[config.mk]
export PLATFORM = sky130hd
export DESIGN_NAME = desk_height_frame_and_seek
export DESIGN_NICKNAME = d
export VERILOG_FILES = /design/src/design/dhfs_pkg.sv /design/src/design/dhfs_fifo.sv /design/src/design/dhfs_front.sv /design/src/design/dhfs_back.sv /design/src/design/desk_height_frame_and_seek.sv
export SDC_FILE = /design/constraint.sdc
export NUM_CORES = 1
export LEC_CHECK = 0
export ABC_AREA = 0
export ABC_CLOCK_PERIOD_IN_PS = 12900
export BUFFER_PORTS_ARGS = -buffer_cell sky130_fd_sc_hd__buf_4
export CORE_ASPECT_RATIO = 0.6
export CORE_MARGIN = 4
export CORE_UTILIZATION = 64
export DETAILED_ROUTE_END_ITERATION = 12
export MAX_ROUTING_LAYER = met4
export PLACE_DENSITY_LB_ADDON = 0.1
export SLEW_MARGIN = 15
export SYNTH_ARGS = -nofsm -noshare
export SYNTH_HDL_FRONTEND = slang
export SYNTH_SLANG_ARGS = --single-unit
[constraint.sdc]
create_clock -name clk -period 12.9 [get_ports clk]
set_clock_uncertainty 0.05 [all_clocks]
set_input_delay 0.645 -clock clk [delete_from_list [all_inputs] [get_ports clk]]
set_output_delay 0.645 -clock clk [all_outputs]
set_load 0.01 [all_outputs]
[src/design/dhfs_pkg.sv]
// shared types and constants for the desk height framer and seeker
`timescale 1ns / 1ps

package dhfs_pkg;

	// framing
	localparam logic [7:0] END_BYTE = 8'h7E;
	localparam logic [7:0] CMD_HEIGHT = 8'd1;
	localparam logic [7:0] MAX_PARAMS = 8'd4;

	// height conversion factors and output ceiling
	localparam logic [7:0] INCH_FACTOR = 8'd254;
	localparam logic [7:0] MM_FACTOR = 8'd100;
	localparam logic [23:0] HMM_MAX = 24'd6553500;

	// actions
	localparam logic [1:0] ACT_BYTE = 2'd0;
	localparam logic [1:0] ACT_TARGET = 2'd1;
	localparam logic [1:0] ACT_STOP = 2'd2;

	// configuration register indexes
	localparam logic [1:0] CFG_DEADBAND = 2'd0;
	localparam logic [1:0] CFG_INCH_SPLIT = 2'd1;
	localparam logic [1:0] CFG_TARGET_MIN = 2'd2;
	localparam logic [1:0] CFG_TARGET_MAX = 2'd3;

	// event kinds passed from front to back
	localparam logic [2:0] EV_NONE = 3'd0;
	localparam logic [2:0] EV_BAD = 3'd1;
	localparam logic [2:0] EV_PKT = 3'd2;
	localparam logic [2:0] EV_HEIGHT = 3'd3;
	localparam logic [2:0] EV_TARGET = 3'd4;
	localparam logic [2:0] EV_REJECT = 3'd5;
	localparam logic [2:0] EV_STOP = 3'd6;

	typedef struct packed {
		logic [7:0]  deadband_mm;
		logic [15:0] inch_split_raw;
		logic [7:0]  target_min_cm;
		logic [7:0]  target_max_cm;
	} cfg_t;

	typedef struct packed {
		logic [2:0]  kind;
		logic [23:0] hmm;
		logic [17:0] target_hmm;
	} event_t;

	typedef struct packed {
		logic        press_up;
		logic        press_down;
		logic [22:0] height_hmm;
		logic        height_new;
		logic        checksum_bad;
		logic        target_rejected;
		logic        seeking;
	} result_t;

endpackage

[src/design/dhfs_fifo.sv]
// two-entry queue used between front and back and at the result side
`timescale 1ns / 1ps

module dhfs_fifo #(
	parameter int WIDTH = 8
) (
	input  logic             clk,
	input  logic             arst_n,
	input  logic             push,
	input  logic [WIDTH-1:0] wdata,
	output logic             full,
	input  logic             pop,
	output logic [WIDTH-1:0] rdata,
	output logic             empty
);

	logic [WIDTH-1:0] mem_q [2];
	logic             wr_ptr_q;
	logic             rd_ptr_q;
	logic [1:0]       count_q;
	logic             do_push;
	logic             do_pop;

	assign do_push = push && !full;
	assign do_pop = pop && !empty;
	assign full = (count_q == 2'd2);
	assign empty = (count_q == 2'd0);
	assign rdata = mem_q[rd_ptr_q];

	// entry storage
	always_ff @(posedge clk) begin
		if (do_push) begin
			mem_q[wr_ptr_q] <= wdata;
		end
	end

	// pointers and fill count
	always_ff @(posedge clk or negedge arst_n) begin
		if (!arst_n) begin
			wr_ptr_q <= 1'b0;
			rd_ptr_q <= 1'b0;
			count_q <= 2'd0;
		end else begin
			if (do_push) begin
				wr_ptr_q <= !wr_ptr_q;
			end
			if (do_pop) begin
				rd_ptr_q <= !rd_ptr_q;
			end
			if (do_push && !do_pop) begin
				count_q <= count_q + 2'd1;
			end else if (do_pop && !do_push) begin
				count_q <= count_q - 2'd1;
			end
		end
	end

endmodule

[src/design/dhfs_front.sv]
// front end: frame hunting, running checksum and item classification
`timescale 1ns / 1ps

module dhfs_front #(
	parameter int PACKET_BYTES = 9
) (
	input  logic            clk,
	input  logic            arst_n,
	input  logic            accept,
	input  logic [1:0]      action,
	input  logic [7:0]      rx_byte,
	input  logic [10:0]     target_tenths_cm,
	input  dhfs_pkg::cfg_t  cfg,
	output dhfs_pkg::event_t ev
);
	import dhfs_pkg::*;

	localparam int CNT_W = $clog2(PACKET_BYTES);
	localparam logic [CNT_W-1:0] LAST_IDX = CNT_W'(PACKET_BYTES - 1);
	localparam logic [8:0] PKT_LEN = 9'(PACKET_BYTES);

	logic             collecting_q;
	logic [CNT_W-1:0] idx_q;
	logic [7:0]       cmd_q;
	logic [7:0]       count_q;
	logic [7:0]       hi_q;
	logic [7:0]       lo_q;
	logic [7:0]       sum_q;
	logic             match_q;
	logic [15:0]      raw_q;

	logic [8:0]  idx_ext;
	logic [8:0]  pos;
	logic        at_pos;
	logic        match_now;
	logic        pkt_ok;
	logic        last_byte;
	logic [7:0]  lo_now;
	logic [15:0] cur_raw;
	logic [7:0]  factor;
	logic [11:0] tenths_ext;
	logic [11:0] low_bound;
	logic [11:0] high_bound;
	logic        out_of_window;
	logic [2:0]  kind;

	// checksum position and packet verdict
	assign idx_ext = 9'(idx_q);
	assign pos = {1'b0, count_q} + 9'd4;
	assign at_pos = (idx_ext == pos);
	assign match_now = at_pos ? (sum_q == rx_byte) : match_q;
	assign pkt_ok = (count_q <= MAX_PARAMS) && (pos < PKT_LEN) && match_now;
	assign last_byte = collecting_q && (idx_q == LAST_IDX);
	assign lo_now = (idx_ext == 9'd5) ? rx_byte : lo_q;

	// target window in tenths of a cm
	assign tenths_ext = {1'b0, target_tenths_cm};
	assign low_bound = ({4'b0, cfg.target_min_cm} << 3) + ({4'b0, cfg.target_min_cm} << 1);
	assign high_bound = ({4'b0, cfg.target_max_cm} << 3) + ({4'b0, cfg.target_max_cm} << 1)
		+ 12'd9;
	assign out_of_window = (tenths_ext < low_bound) || (tenths_ext > high_bound);

	// classify the item
	always_comb begin
		kind = EV_NONE;
		case (action)
			ACT_BYTE: begin
				if (last_byte) begin
					if (!pkt_ok) begin
						kind = EV_BAD;
					end else if (cmd_q == CMD_HEIGHT) begin
						kind = EV_HEIGHT;
					end else begin
						kind = EV_PKT;
					end
				end
			end
			ACT_TARGET: begin
				kind = out_of_window ? EV_REJECT : EV_TARGET;
			end
			ACT_STOP: begin
				kind = EV_STOP;
			end
			default: begin
				kind = EV_NONE;
			end
		endcase
	end

	// exact height of the current report
	assign cur_raw = (kind == EV_HEIGHT) ? {hi_q, lo_now} : raw_q;
	assign factor = (cur_raw < cfg.inch_split_raw) ? INCH_FACTOR : MM_FACTOR;

	always_comb begin
		ev.kind = kind;
		ev.hmm = {8'b0, cur_raw} * {16'b0, factor};
		ev.target_hmm = {7'b0, target_tenths_cm} * 18'd100;
	end

	// framing state
	always_ff @(posedge clk or negedge arst_n) begin
		if (!arst_n) begin
			collecting_q <= 1'b0;
			idx_q <= '0;
			raw_q <= 16'd0;
		end else if (accept && action == ACT_BYTE) begin
			if (!collecting_q) begin
				if (rx_byte == END_BYTE) begin
					collecting_q <= 1'b1;
					idx_q <= '0;
				end
			end else if (last_byte) begin
				collecting_q <= 1'b0;
				idx_q <= '0;
				if (kind == EV_HEIGHT) begin
					raw_q <= cur_raw;
				end
			end else begin
				idx_q <= idx_q + 1'b1;
			end
		end
	end

	// packet bytes and running sum
	always_ff @(posedge clk) begin
		if (accept && action == ACT_BYTE && collecting_q) begin
			if (idx_ext == 9'd2) begin
				cmd_q <= rx_byte;
				sum_q <= rx_byte;
				match_q <= 1'b0;
			end else if (idx_ext == 9'd3) begin
				count_q <= rx_byte;
				sum_q <= sum_q + rx_byte;
			end else if (idx_ext >= 9'd4) begin
				if (idx_ext < pos) begin
					sum_q <= sum_q + rx_byte;
				end
				if (at_pos) begin
					match_q <= (sum_q == rx_byte);
				end
			end
			if (idx_ext == 9'd4) begin
				hi_q <= rx_byte;
			end
			if (idx_ext == 9'd5) begin
				lo_q <= rx_byte;
			end
		end
	end

endmodule

[src/design/dhfs_back.sv]
// back end: target tracking, deadband seek and result formation
`timescale 1ns / 1ps

module dhfs_back (
	input  logic             clk,
	input  logic             arst_n,
	input  logic             ev_valid,
	input  dhfs_pkg::event_t ev,
	output logic             ev_pop,
	input  logic             res_full,
	output logic             res_push,
	output dhfs_pkg::result_t res,
	input  logic [7:0]       deadband_mm
);
	import dhfs_pkg::*;

	logic [17:0] target_hmm_q;
	logic        pending_q;
	logic        up_q;
	logic        down_q;

	logic [17:0]        target_d;
	logic               pending_d;
	logic               up_d;
	logic               down_d;
	logic [14:0]        db_hmm;
	logic signed [24:0] delta;
	logic signed [24:0] db_s;
	logic               in_band;
	logic               process;

	assign process = ev_valid && !res_full;
	assign ev_pop = process;
	assign res_push = process;

	// deadband in hundredths of a mm and distance to target
	assign db_hmm = 15'(({7'b0, deadband_mm} << 6) + ({7'b0, deadband_mm} << 5)
		+ ({7'b0, deadband_mm} << 2));
	assign db_s = $signed({10'b0, db_hmm});
	assign delta = $signed({7'b0, target_hmm_q}) - $signed({1'b0, ev.hmm});
	assign in_band = (delta < db_s) && (delta > -db_s);

	// next state for this event
	always_comb begin
		target_d = target_hmm_q;
		pending_d = pending_q;
		up_d = up_q;
		down_d = down_q;
		case (ev.kind)
			EV_PKT, EV_HEIGHT: begin
				if (pending_q) begin
					if (in_band) begin
						target_d = 18'd0;
						pending_d = 1'b0;
						up_d = 1'b0;
						down_d = 1'b0;
					end else if (delta > 25'sd0) begin
						up_d = 1'b1;
					end else begin
						down_d = 1'b1;
					end
				end
			end
			EV_TARGET: begin
				if (ev.hmm != {6'b0, ev.target_hmm}) begin
					target_d = ev.target_hmm;
					pending_d = 1'b1;
				end
			end
			EV_STOP: begin
				target_d = 18'd0;
				pending_d = 1'b0;
				up_d = 1'b0;
				down_d = 1'b0;
			end
			default: begin
			end
		endcase
	end

	// result fields
	always_comb begin
		res.press_up = up_d;
		res.press_down = down_d;
		res.height_hmm = (ev.hmm > HMM_MAX) ? HMM_MAX[22:0] : ev.hmm[22:0];
		res.height_new = (ev.kind == EV_HEIGHT);
		res.checksum_bad = (ev.kind == EV_BAD);
		res.target_rejected = (ev.kind == EV_REJECT);
		res.seeking = pending_d;
	end

	// seek state
	always_ff @(posedge clk or negedge arst_n) begin
		if (!arst_n) begin
			target_hmm_q <= 18'd0;
			pending_q <= 1'b0;
			up_q <= 1'b0;
			down_q <= 1'b0;
		end else if (process) begin
			target_hmm_q <= target_d;
			pending_q <= pending_d;
			up_q <= up_d;
			down_q <= down_d;
		end
	end

endmodule

[src/design/desk_height_frame_and_seek.sv]
// Desk height frame hunter and target seeker, top level.
// Path: an item is held in the event queue, its result in the result queue.
// Throughput: one item per cycle while the result queue has room; the front
// classifier and back seek decision are combinational, with two-entry queues between.
// Reset: asynchronous active-low; hunting for the end byte, no target,
// both button lines released, registers at their documented defaults.
`timescale 1ns / 1ps

module desk_height_frame_and_seek #(
	parameter int PACKET_BYTES = 9
) (
	input  logic        clk,
	input  logic        arst_n,
	input  logic        push,
	output logic        full,
	input  logic [1:0]  action,
	input  logic [7:0]  rx_byte,
	input  logic [10:0] target_tenths_cm,
	output logic        empty,
	input  logic        pop,
	output logic        press_up,
	output logic        press_down,
	output logic [22:0] height_hmm,
	output logic        height_new,
	output logic        checksum_bad,
	output logic        target_rejected,
	output logic        seeking,
	input  logic        cfg_we,
	input  logic [1:0]  cfg_index,
	input  logic [15:0] cfg_data
);
	import dhfs_pkg::*;

	cfg_t    cfg_q;
	event_t  ev_in;
	event_t  ev_out;
	result_t res_in;
	result_t res_out;
	logic    accept;
	logic    ev_empty;
	logic    ev_pop;
	logic    res_full;
	logic    res_push;

	assign accept = push && !full;

	// configuration registers
	always_ff @(posedge clk or negedge arst_n) begin
		if (!arst_n) begin
			cfg_q.deadband_mm <= 8'd10;
			cfg_q.inch_split_raw <= 16'd600;
			cfg_q.target_min_cm <= 8'd62;
			cfg_q.target_max_cm <= 8'd127;
		end else if (cfg_we) begin
			case (cfg_index)
				CFG_DEADBAND: cfg_q.deadband_mm <= cfg_data[7:0];
				CFG_INCH_SPLIT: cfg_q.inch_split_raw <= cfg_data;
				CFG_TARGET_MIN: cfg_q.target_min_cm <= cfg_data[7:0];
				CFG_TARGET_MAX: cfg_q.target_max_cm <= cfg_data[7:0];
				default: begin
				end
			endcase
		end
	end

	// framing and classification
	dhfs_front #(
		.PACKET_BYTES(PACKET_BYTES)
	) u_front (
		.clk(clk),
		.arst_n(arst_n),
		.accept(accept),
		.action(action),
		.rx_byte(rx_byte),
		.target_tenths_cm(target_tenths_cm),
		.cfg(cfg_q),
		.ev(ev_in)
	);

	// event queue between front and back
	dhfs_fifo #(
		.WIDTH($bits(event_t))
	) u_ev_fifo (
		.clk(clk),
		.arst_n(arst_n),
		.push(accept),
		.wdata(ev_in),
		.full(full),
		.pop(ev_pop),
		.rdata(ev_out),
		.empty(ev_empty)
	);

	// seek and result formation
	dhfs_back u_back (
		.clk(clk),
		.arst_n(arst_n),
		.ev_valid(!ev_empty),
		.ev(ev_out),
		.ev_pop(ev_pop),
		.res_full(res_full),
		.res_push(res_push),
		.res(res_in),
		.deadband_mm(cfg_q.deadband_mm)
	);

	// result queue
	dhfs_fifo #(
		.WIDTH($bits(result_t))
	) u_res_fifo (
		.clk(clk),
		.arst_n(arst_n),
		.push(res_push),
		.wdata(res_in),
		.full(res_full),
		.pop(pop),
		.rdata(res_out),
		.empty(empty)
	);

	// result ports
	assign press_up = res_out.press_up;
	assign press_down = res_out.press_down;
	assign height_hmm = res_out.height_hmm;
	assign height_new = res_out.height_new;
	assign checksum_bad = res_out.checksum_bad;
	assign target_rejected = res_out.target_rejected;
	assign seeking = res_out.seeking;

endmodule
Word-level counts from Yosys, hierarchy flattened
Memory sizes are Yosys's and may differ from the RTL's.
Index checks and enable logic that the tools add are counted.

word-level totals
  output and inout port bits = 31
  input bits = 44
  memories kept = 2
  memory bits (read-only) = 0
  bits in latches = 0
  flip-flop bits (word level) = 131
  word-level logic and storage cells = 180
  bits in writable memories = 144

memory list
  name              depth  width  rd ports  clocked after Yosys merged registers in  wr ports  line             source
  u_ev_fifo.mem_q   2      43     1         0                                        1         dhfs_fifo.sv:17  logic [WIDTH-1:0] mem_q [2];
  u_res_fifo.mem_q  2      29     1         0                                        1         dhfs_fifo.sv:17

operators by class
  bitwise gates (word level) = 1
  order comparisons = 11
  $add $sub $neg = 14
  equal/unequal tests = 28
  shift-type cells = 0
  div/mod/pow operators = 0
  reduce and logical (&&, ||, !) cells = 53
  muxes and demuxes = 46
  multiply operators = 2

operators with widths
  operator                                              number
  2-to-1 mux 18 bit                                     3
  case mux 18 bit (3 select lines)                      1
  2-to-1 mux 8 bit                                      6
  > comparator 25 x 1 -> 1 bit, second input constant   1
  > comparator 25 bit                                   1
  < comparator 25 x 16 -> 1 bit                         1
  negation 15 -> 25 bit                                 1
  subtractor 18 x 24 -> 25 bit                          1
  adder 11 x 9 -> 12 bit                                2
  > comparator 24 x 23 -> 1 bit, second input constant  1
  multiplier 16 x 8 -> 24 bit                           1
  inequality test 24 x 18 -> 1 bit                      1
  2-to-1 mux 23 bit                                     1
  2-to-1 mux 1 bit                                      21
  logical AND 1 bit                                     16
  < comparator 16 bit                                   1
  multiplier 11 x 5 -> 16 bit, second input constant    1
  2-to-1 mux 16 bit                                     1
  adder 14 x 13 -> 15 bit                               1
  adder 15 x 10 -> 15 bit                               1
  AND reduction 2 bit                                   7
  adder 12 x 4 -> 12 bit, second input constant         1
  > comparator 11 x 12 -> 1 bit                         1
  logical NOT 1 bit                                     12
  38 further kinds                                      71

Longest topological paths before layout
Gate-level depths: netlist of run 1.

  depth in word-level cells = 12
  depth in mapped cells = 52

Modules after synthesis
A second synthesis of run 1 with hierarchy kept.

unflattened totals
  cells, all modules = 1788
  area total of the unflattened synthesis = 20567.2 µm²

modules (own cells, without submodules)
  module                      cells each  sequential area each (µm²)  times used  area an instance (µm²)
  dhfs_front                  900         1756.7                      1           8814.7
  dhfs_back                   533         525.5                       1           4150.2
  dhfs_fifo (u_ev_fifo)       159         2802.7                      1           3643.5
  dhfs_fifo (u_res_fifo)      109         1841.8                      1           2407.3
  desk_height_frame_and_seek  87          1023.5                      1           1551.5

Worst setup path after synthesis of run 1
No wires, ideal clock.

  path type = reg-to-reg
  from = register cfg_q[1] (netlist name)
  to = memory u_ev_fifo.mem_q[0][39] (netlist name) (data pin)
  data required time = 12586 ps
  library setup time = 264 ps
  cell stages (with the launch flop) = 44
  arrival = 10190 ps
  buffers on the path = 2
  slack = 2396 ps
  period minus slack after synthesis = 10504 ps
  cells stage by stage = dfstp_2 ha_1 ha_1 fa_1 xnor2_1 ha_1 a21o_1 a21o_1 a21o_1 a21o_1 a221o_1 a31oi_1 a21oi_1 o21ai_4 buf_2 mux2_2 ha_1 a21o_1 [8 not listed] buf_2 nor2_1 fa_1 fa_1 fa_1 inv_1 fa_1 inv_1 ha_1 and2_1 a31o_2 a41oi_1 a211oi_1 o31ai_1 nand2_1 a31o_2 a21oi_1 xnor2_1

RTL lines
  element      line                              source
  from (decl)  desk_height_frame_and_seek.sv:34  cfg_t cfg_q;
  to (decl)    dhfs_fifo.sv:17

==> metrics.csv, run 1 <==
stage,metric,value,unit
synth,async set-reset flop share out of synthesis,32.7,%
clock_network,CTS tree,built,
drt,DR vias/cell,5.92,
pwr,PwrDens,210,nW/um^2
setup_path,max incr delay on CP,0.75,ns
setup_path,CP dominant cell by count,a21o_1,
clock_network,# hold bufs at CTS,0,
drt,remaining antenna violation count,0,
timing,Tcrit/Tclk final,92.9,%
die,Die H,144,um
clock_network,Root Driver,clkbuf_16,
cells_and_area,share of post-route cells with drive strength above 1,15.7,%
drt,# DRC,0,
placement,Detailed Place HPWL,36700,um
die,Starting Density,65.2,%
pwr,Flop pwr share,29.5,%
setup_path,Setup Crit Path Kind,reg2reg,
timing,fin crit period,11.99,ns
die,Core Rows,49,
cells_and_area,ANT cells,0,
global_route,global-route wire length before repair,73000,um
pwr,clock share of power,17.5,%
synth,synth top area cells,"edfxtp_1 28%, ha_1 15%, dfrtp_1 8.9%",
cells_and_area,final instance area,21600,um^2
synth,"area leader, netlist",edfxtp_1,
drt,vias,13367,
clock_network,post_cts resized,0,
outcome,outcome,"complete, no violations",
synth,synthesized area,19600,um^2
clock_network,Clock Sink Count,269,
setup_path,crit start category,flop,
setup_path,Arrival @ worst endpoint,12.22,ns
synth,synthesized flop and latch total,269,
pwr,Lkg Pwr,10.2,nW
timing,Max Transition Viols Final,0,
timing,Setup TNS,0,ns
pwr,switching share of power,41.5,%
global_route,vias in the first global route,12892,
synth,Synth Area in Compound Gates,9.43,%
die,Die X,234,um
pwr,logic gate share of total power,53.0,%
clock_network,latest clock arrival within the worst-skew pair,0.55,ns
setup_path,CP max stage cell,o41a_1,
synth,Synth Net Count,2102,
drt,drt total wl,46200,um
synth,post-synthesis mux area share,8.91,%
global_route,pin count of the biggest net entering global routing,59,
synth,Yosys top cell area share,27.7,%
job,maxcap violations,0,
cells_and_area,Fill cells,2195,
setup_path,Worst Path Max Fanout,26,
clock_network,TritonCTS Buffers,26,
synth,xor and xnor area share after synthesis,4.91,%
synth,Post-Synth Adder-Cell Area,23.3,%
pwr,cell internal pwr,0.00266,W
pwr,Design Power,0.00454,W
synth,Post-Syn Area per Cell,11.3,um^2
die,CORE AREA,30100,um^2
setup_path,"Req. time, crit path",13.13,ns
synth,sequential share of the synthesized area,39.0,%
timing,worst slew pin tran,1.08,ns
synth,Post-Synthesis Cells,1742,
min_path,class of the worst hold path,in2async,
synth,count of unique library cells instantiated by Yosys,82,
cells_and_area,nets@finish,2191,
timing,Slew headroom,25.8,%
synth,number of flops mapped to enable cells by yosys,181,
timing,Fin. Hold Viols,0,
drt,initial DRC count,1241,
synth,"Primary FF master, synth",edfxtp_1,
setup_path,Worst Setup End Kind,flop,
synth,synth warn,0,
timing,maximum clock rate,83.4,MHz
die,Ports,75,
global_route,Tot GR Track Use,28.9,%
global_route,initial antenna violation count,0,
clock_network,postcts setup bufs,0,
timing,unrepaired setup endpoints after global routing,false,
clock_network,CTS H-tree lvls,1,
pwr,Psw,0.00188,W
placement,I/O Buffers,73,
drt,first-pass iteration count of the detailed router,5,
placement,gp weighted congestion,0.966,
clock_network,clk buf depth,3,
cells_and_area,Area growth syn-to-layout,9.89,%
pwr,Worst VDD drop,0.122,mV
drt,DR WL/cell,20.5,um
synth,largest family of logic cells by synthesized area,adder cells,
global_route,Congestion Overflow GR,0,
die,total die area,33600,um^2
clock_network,clk slew on worst S/H paths,0.07,ns
timing,Fin Hold WS,0.0137,ns
placement,Area after DPL,20700,um^2
timing,final setup vio count,0,
synth,Synth Area in Simple Gates,9.49,%
==> synth_stat cells, types with 35 or more instances <==
| library cell | n |
|---|---|
| nand2_1 | 74 |
| dfrtp_1 | 70 |
| ha_1 | 233 |
| inv_1 | 219 |
| a21oi_1 | 81 |
| mux2_2 | 97 |
| a21o_1 | 35 |
| xnor2_1 | 79 |
| edfxtp_1 | 181 |
| o21ai_0 | 51 |
| mux2i_1 | 47 |
| nor2_1 | 103 |
| fa_1 | 83 |
==> final timing paths <==
check,from,to,slack (ns),cells past startpoint
max,cfg_q[3],u_ev_fifo.mem_q[0][38],0.91,44
min reg2reg,u_front.raw_q[8],u_front.raw_q[8],0.45,2
max reg2reg,cfg_q[3],u_ev_fifo.mem_q[0][38],0.91,44
min,arst_n,u_front.idx_q[3],0.01,1
max in group asynchronous,arst_n,cfg_q[15],11.65,2
min in group clk,cfg_data[12],cfg_q[28],0.28,2
==> layout make-up <==
class	instances	area (um^2)	area share, %
multi-input cells	1225	11000	51.1
flip-flops and latches	269	7660	35.5
inverters	219	822	3.81
clock buffers	36	762	3.53
repair buffers	90	676	3.13
well taps	408	510	2.37
clock inverters	12	125	0.580
==> worst max-delay path: cells and delay by family, from the launching register on <==
family                     cells  cell delay, ns
and+or+nand+nor                4            0.64
xor gates and xnor gates       2            0.33
muxes                          1            0.47
AOI/OAI and AO/OA             24            5.86
buffers and inverters          3            0.13
DFF                            1            0.56
adders and majority gates     10            3.69
==> power groups by stage <==
stage / Sequential [W] / Clock [W] / Combinational [W]
after global routing: 0.00136 / 0.000841 / 0.00263
after CTS: 0.00134 / 0.000804 / 0.00236
after floorplan: 0.00131 / 0 / 0.00168
after detailed placement: 0.00135 / 0 / 0.00234
after global placement: 0.00134 / 0 / 0.00228
final: 0.00134 / 0.000794 / 0.00241
==> registers in the layout, summed over array words and instances (netlist names), 2 cells and up <==
name / flops
u_front.hi_q: 8
u_front.cmd_q: 8
cfg_q: 40
u_front.count_q: 8
u_front.raw_q: 16
u_res_fifo.count_q: 2
u_front.lo_q: 8
u_ev_fifo.count_q: 2
u_back.target_hmm_q: 16
u_ev_fifo.mem_q: 84
u_front.sum_q: 8
u_res_fifo.mem_q: 56
u_front.idx_q: 4
==> routing by layer <==
layer	vias up	wire length (um)	track usage (%)	share of wire, %
met4	0	688	4.06	1.5
met1	6491	23800	47.0	51
met5	-	0	-	0
met2	502	17400	37.0	38
li1	6328	-	-	-
met3	46	4380	6.70	9.5
==> metrics by stage <==
stage	setup WS, ns	utilization, %	instances
after floorplan	2.40	-	1742
final	0.913	71.7	2259
after detailed placement	1.05	68.7	2211
after CTS	0.998	71.7	2259
after global routing	0.147	71.7	2259
after global placement	1.39	68.7	2211
==> placed cells by master, fill, tap and decap left out, drive strengths merged, types with 54 or more instances in the layout <==
cell type	netlist	final
nor2	104	104
dfrtp	70	70
buf	12	90
nand2	74	74
o21ai	54	54
xnor2	79	79
inv	219	222
a21oi	81	81
ha	233	233
mux2	108	108
fa	83	83
edfxtp	181	181
==> cell families after synthesis <==
group | count (synthesis)
AO/OA/AOI/OAI | 273
XOR/XNOR | 110
adder cells (fa/ha/maj) | 316
buffers and inverters | 248
flip-flops | 269
multiplexers | 156
other | 1
AND/OR/NAND/NOR | 369
Note: power is estimated with default switching activity, not from simulation.
==> run 2: changes to the inputs <==
- SYNTH_HIERARCHICAL: default -> 1
==> run 2 against run 1 <==
  * Global-route usage is 0.32 points lower
  * Utilization is 0.56 points lower
  * Die area is 4.5% higher
  * Clock power is 2% higher
  * Maximum frequency is 0.11% lower
  * Wire length is 3.7% higher
  * Final cell count is 1.9% higher
  * Combinational power is 6% higher
==> metrics.csv, run 2 <==
stage,metric,value,unit,change
setup_path,R2R setup slack,0.90,ns,was 0.91 ns
setup_path,RR Endpoint,u_ev_fifo/mem_q[1][39],,was u_ev_fifo.mem_q[0][38]
global_route,vias in the first global route,14136,,was 12892
timing,Slew headroom,22.9,%,was 25.8%
global_route,pin count of the biggest net entering global routing,52,,was 59
setup_path,crit start category,flop,,unchanged
pwr,Worst VDD drop,0.174,mV,was 0.122 mV
timing,Max Transition Viols Final,0,,unchanged
timing,final setup vio count,0,,unchanged
setup_path,Worst Setup End Kind,flop,,unchanged
clock_network,TritonCTS Buffers,27,,was 26
setup_path,crit path to,u_ev_fifo/mem_q[1][39],,was u_ev_fifo.mem_q[0][38]
clock_network,# hold bufs at CTS,0,,unchanged
synth,"area leader, netlist",edfxtp_1,,unchanged
setup_path,Top delay family on crit path,compound AO/OA/AOI/OAI gates,,unchanged
cells_and_area,Top reg by flops,u_ev_fifo/mem_q,,was u_ev_fifo.mem_q
synth,number of flops mapped to enable cells by yosys,189,,was 181
clock_network,postcts setup bufs,0,,unchanged
clock_network,Root Driver,clkbuf_16,,unchanged
outcome,outcome,"complete, no violations",,unchanged
timing,worst slew pin tran,1.16,ns,was 1.08 ns
die,Starting Density,65.5,%,was 65.2%
cells_and_area,final instance area,22300,um^2,was 21600 um^2
die,Die H,147,um,was 144 um
synth,synth top area cells,"edfxtp_1 28%, ha_1 14%, dfrtp_1 8.8%",,"was edfxtp_1 28%, ha_1 15%, dfrtp_1 8.9%"
global_route,global-route wire length before repair,77300,um,was 73000 um
global_route,Tot GR Track Use,28.6,%,was 28.9%
placement,I/O Buffers,74,,was 73
synth,top post-synthesis cells by count,"251 x inv_1, 233 x ha_1, 189 x edfxtp_1, 103 x nor2_1",,"was 233 x ha_1, 219 x inv_1, 181 x edfxtp_1, 103 x nor2_1, 97 x mux2_2"
placement,gp weighted congestion,0.994,,was 0.966
min_path,class of the worst hold path,in2async,,unchanged
drt,# DRC,0,,unchanged
drt,first-pass iteration count of the detailed router,5,,unchanged
drt,DR vias/cell,6.05,,was 5.92
cells_and_area,most frequent cells in the layout,"251 x inv_1, 233 x ha_1, 189 x edfxtp_1",,"was 233 x ha_1, 219 x inv_1, 181 x edfxtp_1"
setup_path,max incr delay on CP,0.93,ns,was 0.75 ns
cells_and_area,biggest regs,"u_ev_fifo/mem_q x90, u_res_fifo/mem_q x58, cfg_q x40",,"was u_ev_fifo.mem_q x84, u_res_fifo.mem_q x56, cfg_q x40"
timing,Setup TNS,0,ns,unchanged
synth,"Primary FF master, synth",edfxtp_1,,unchanged
synth,Yosys top cell area share,27.6,%,was 27.7%
cells_and_area,Largest register FFs,90,,was 84
setup_path,Setup Crit Path Kind,reg2reg,,unchanged
cells_and_area,Fill cells,2260,,was 2195
job,maxcap violations,0,,unchanged
die,Die X,239,um,was 234 um
synth,Post-Syn Area per Cell,11.5,um^2,was 11.3 um^2
pwr,PwrDens,213,nW/um^2,was 210 nW/um^2
timing,Tcrit/Tclk final,93.0,%,was 92.9%
cells_and_area,nets@finish,2225,,was 2191
die,CORE AREA,31400,um^2,was 30100 um^2
placement,Placed Cells,2252,,was 2211
setup_path,Levels on crit path,41,,was 44
clock_network,clk slew on worst S/H paths,0.06,ns,was 0.07 ns
cells_and_area,Area growth syn-to-layout,8.60,%,was 9.89%
cells_and_area,Finished Core Util,71.1,%,was 71.7%
setup_path,FF-to-FF path depth,41,,was 44
synth,async set-reset flop share out of synthesis,32.3,%,was 32.7%
die,Core Rows,50,,was 49
setup_path,Arrival @ worst endpoint,12.24,ns,was 12.22 ns
die,total die area,35200,um^2,was 33600 um^2
setup_path,"Req. time, crit path",13.14,ns,was 13.13 ns
synth,count of unique library cells instantiated by Yosys,89,,was 82
timing,unrepaired setup endpoints after global routing,false,,unchanged
clock_network,latest clock arrival within the worst-skew pair,0.55,ns,about the same
clock_network,CTS tree,built,,unchanged
setup_path,Worst Path Max Fanout,20,,was 26
cells_and_area,ANT cells,0,,unchanged
clock_network,clk buf depth,3,,unchanged
cells_and_area,share of post-route cells with drive strength above 1,16.4,%,was 15.7%
pwr,Lkg Pwr,10.7,nW,was 10.2 nW
clock_network,Clock Sink Count,279,,was 269
setup_path,Critical Path Source,cfg_q[2],,was cfg_q[3]
drt,DR WL/cell,20.8,um,was 20.5 um
drt,vias,13932,,was 13367
clock_network,CTS H-tree lvls,1,,unchanged
die,Ports,75,,unchanged
synth,top-count cell post-synth,inv_1,,was ha_1
synth,synthesized area,20600,um^2,was 19600 um^2
cells_and_area,"most common cell after layout, fill and taps aside",inv_1,,was ha_1
setup_path,worst flop-to-flop path startpoint,cfg_q[2],,was cfg_q[3]
synth,Post-Synthesis Cells,1788,,was 1742
setup_path,CP max stage cell,a311oi_2,,was o41a_1
cells_and_area,Non-Filler Instances,2301,,was 2259
drt,remaining antenna violation count,0,,unchanged
placement,Area after DPL,21500,um^2,was 20700 um^2
timing,maximum clock rate,83.3,MHz,was 83.4 MHz
synth,sequential share of the synthesized area,38.7,%,was 39.0%
drt,drt total wl,47900,um,was 46200 um
synth,synthesized flop and latch total,279,,was 269
timing,Fin. Hold Viols,0,,unchanged
global_route,initial antenna violation count,0,,unchanged
synth,synth warn,6,,was 0
placement,Detailed Place HPWL,37600,um,was 36700 um
timing,fin crit period,12.00,ns,was 11.99 ns
global_route,Congestion Overflow GR,0,,unchanged
drt,initial DRC count,1422,,was 1241
setup_path,crit path buf inv count,4,,was 3
clock_network,post_cts resized,0,,unchanged
-- run 2: cell types whose count changed after synthesis, moves of 16 or more --
cell | before | now
mux2_4 | 11 | 78
mux2i_1 | 47 | 13
nand2_1 | 74 | 58
xnor2_1 | 79 | 60
a22o_1 | 2 | 18
mux2_2 | 97 | 59
xor2_1 | 31 | 50
inv_1 | 219 | 251
-- run 2: cells by family (layout without fill, tap and decap cells) --
| group | after synthesis | after routing | share of synthesized area (%) |
|---|---|---|---|
| XOR/XNOR | 110 | 110 | 4.68 |
| AND/OR/NAND/NOR | 348 | 348 | 8.78 |
| AO/OA/AOI/OAI | 287 | 287 | 9.62 |
| adder cells (fa/ha/maj) | 316 | 316 | 22.3 |
| multiplexers | 157 | 157 | 9.94 |
| flip-flops | 279 | 279 | 38.7 |
| other | 1 | 3 | 0.0182 |
| buffers and inverters | 290 | 385 | 6.04 |
-- run 2: routing by layer --
metal / vias to the layer above / routed length (um) / part of all wire (%) / track usage, %
li1: 6446 / - / - / -
met1: 6858 / 23300 / 49 / 44.3
met2: 567 / 19500 / 41 / 39.1
met3: 61 / 4500 / 9.4 / 6.85
met4: 0 / 695 / 1.4 / 3.94
met5: - / 0 / 0 / -
-- run 2: power by group --
part	internal [W]	leakage (nW)	switching (W)
Combinational	0.00106	7.40	0.00149
Clock	0.000464	0.429	0.000347
Sequential	0.00127	2.84	0.000120
Total	0.00279	10.7	0.00196
-- run 2: worst min path at each step --
stage / cells past startpoint / slack, ns / end / start
finish: 1 / 0.05 / cfg_q[21] / arst_n
detailed placement: 1 / 0.43 / u_front/raw_q[4] / u_front/raw_q[4]
CTS: 1 / 0.04 / cfg_q[21] / arst_n
global placement: 1 / 0.42 / u_front/raw_q[15] / u_front/raw_q[15]
floorplan: 0 / 0.30 / cfg_q[14] / arst_n
global route: 1 / 0.07 / cfg_q[7] / arst_n
-- run 2: area by class of cell --
| cell class | instances | area [um^2] | area share (%) |
|---|---|---|---|
| clock buffers | 33 | 698 | 3.13 |
| well taps | 416 | 520 | 2.33 |
| repair buffers | 84 | 631 | 2.82 |
| flip-flops and latches | 279 | 7950 | 35.6 |
| clock inverters | 16 | 181 | 0.812 |
| multi-input cells | 1221 | 11400 | 51.1 |
| inverters | 252 | 946 | 4.24 |
-- run 2: metrics by stage --
step / setup slack (ns) / power, W / hold slack (ns)
finish: 0.899 / 0.00475 / 0.0457
global route: 0.249 / 0.00506 / 0.0665
CTS: 0.994 / 0.00472 / 0.0435
detailed placement: 1.05 / 0.00389 / 0.435
global placement: 1.58 / 0.00379 / 0.423
floorplan: 2.72 / 0.00319 / 0.299
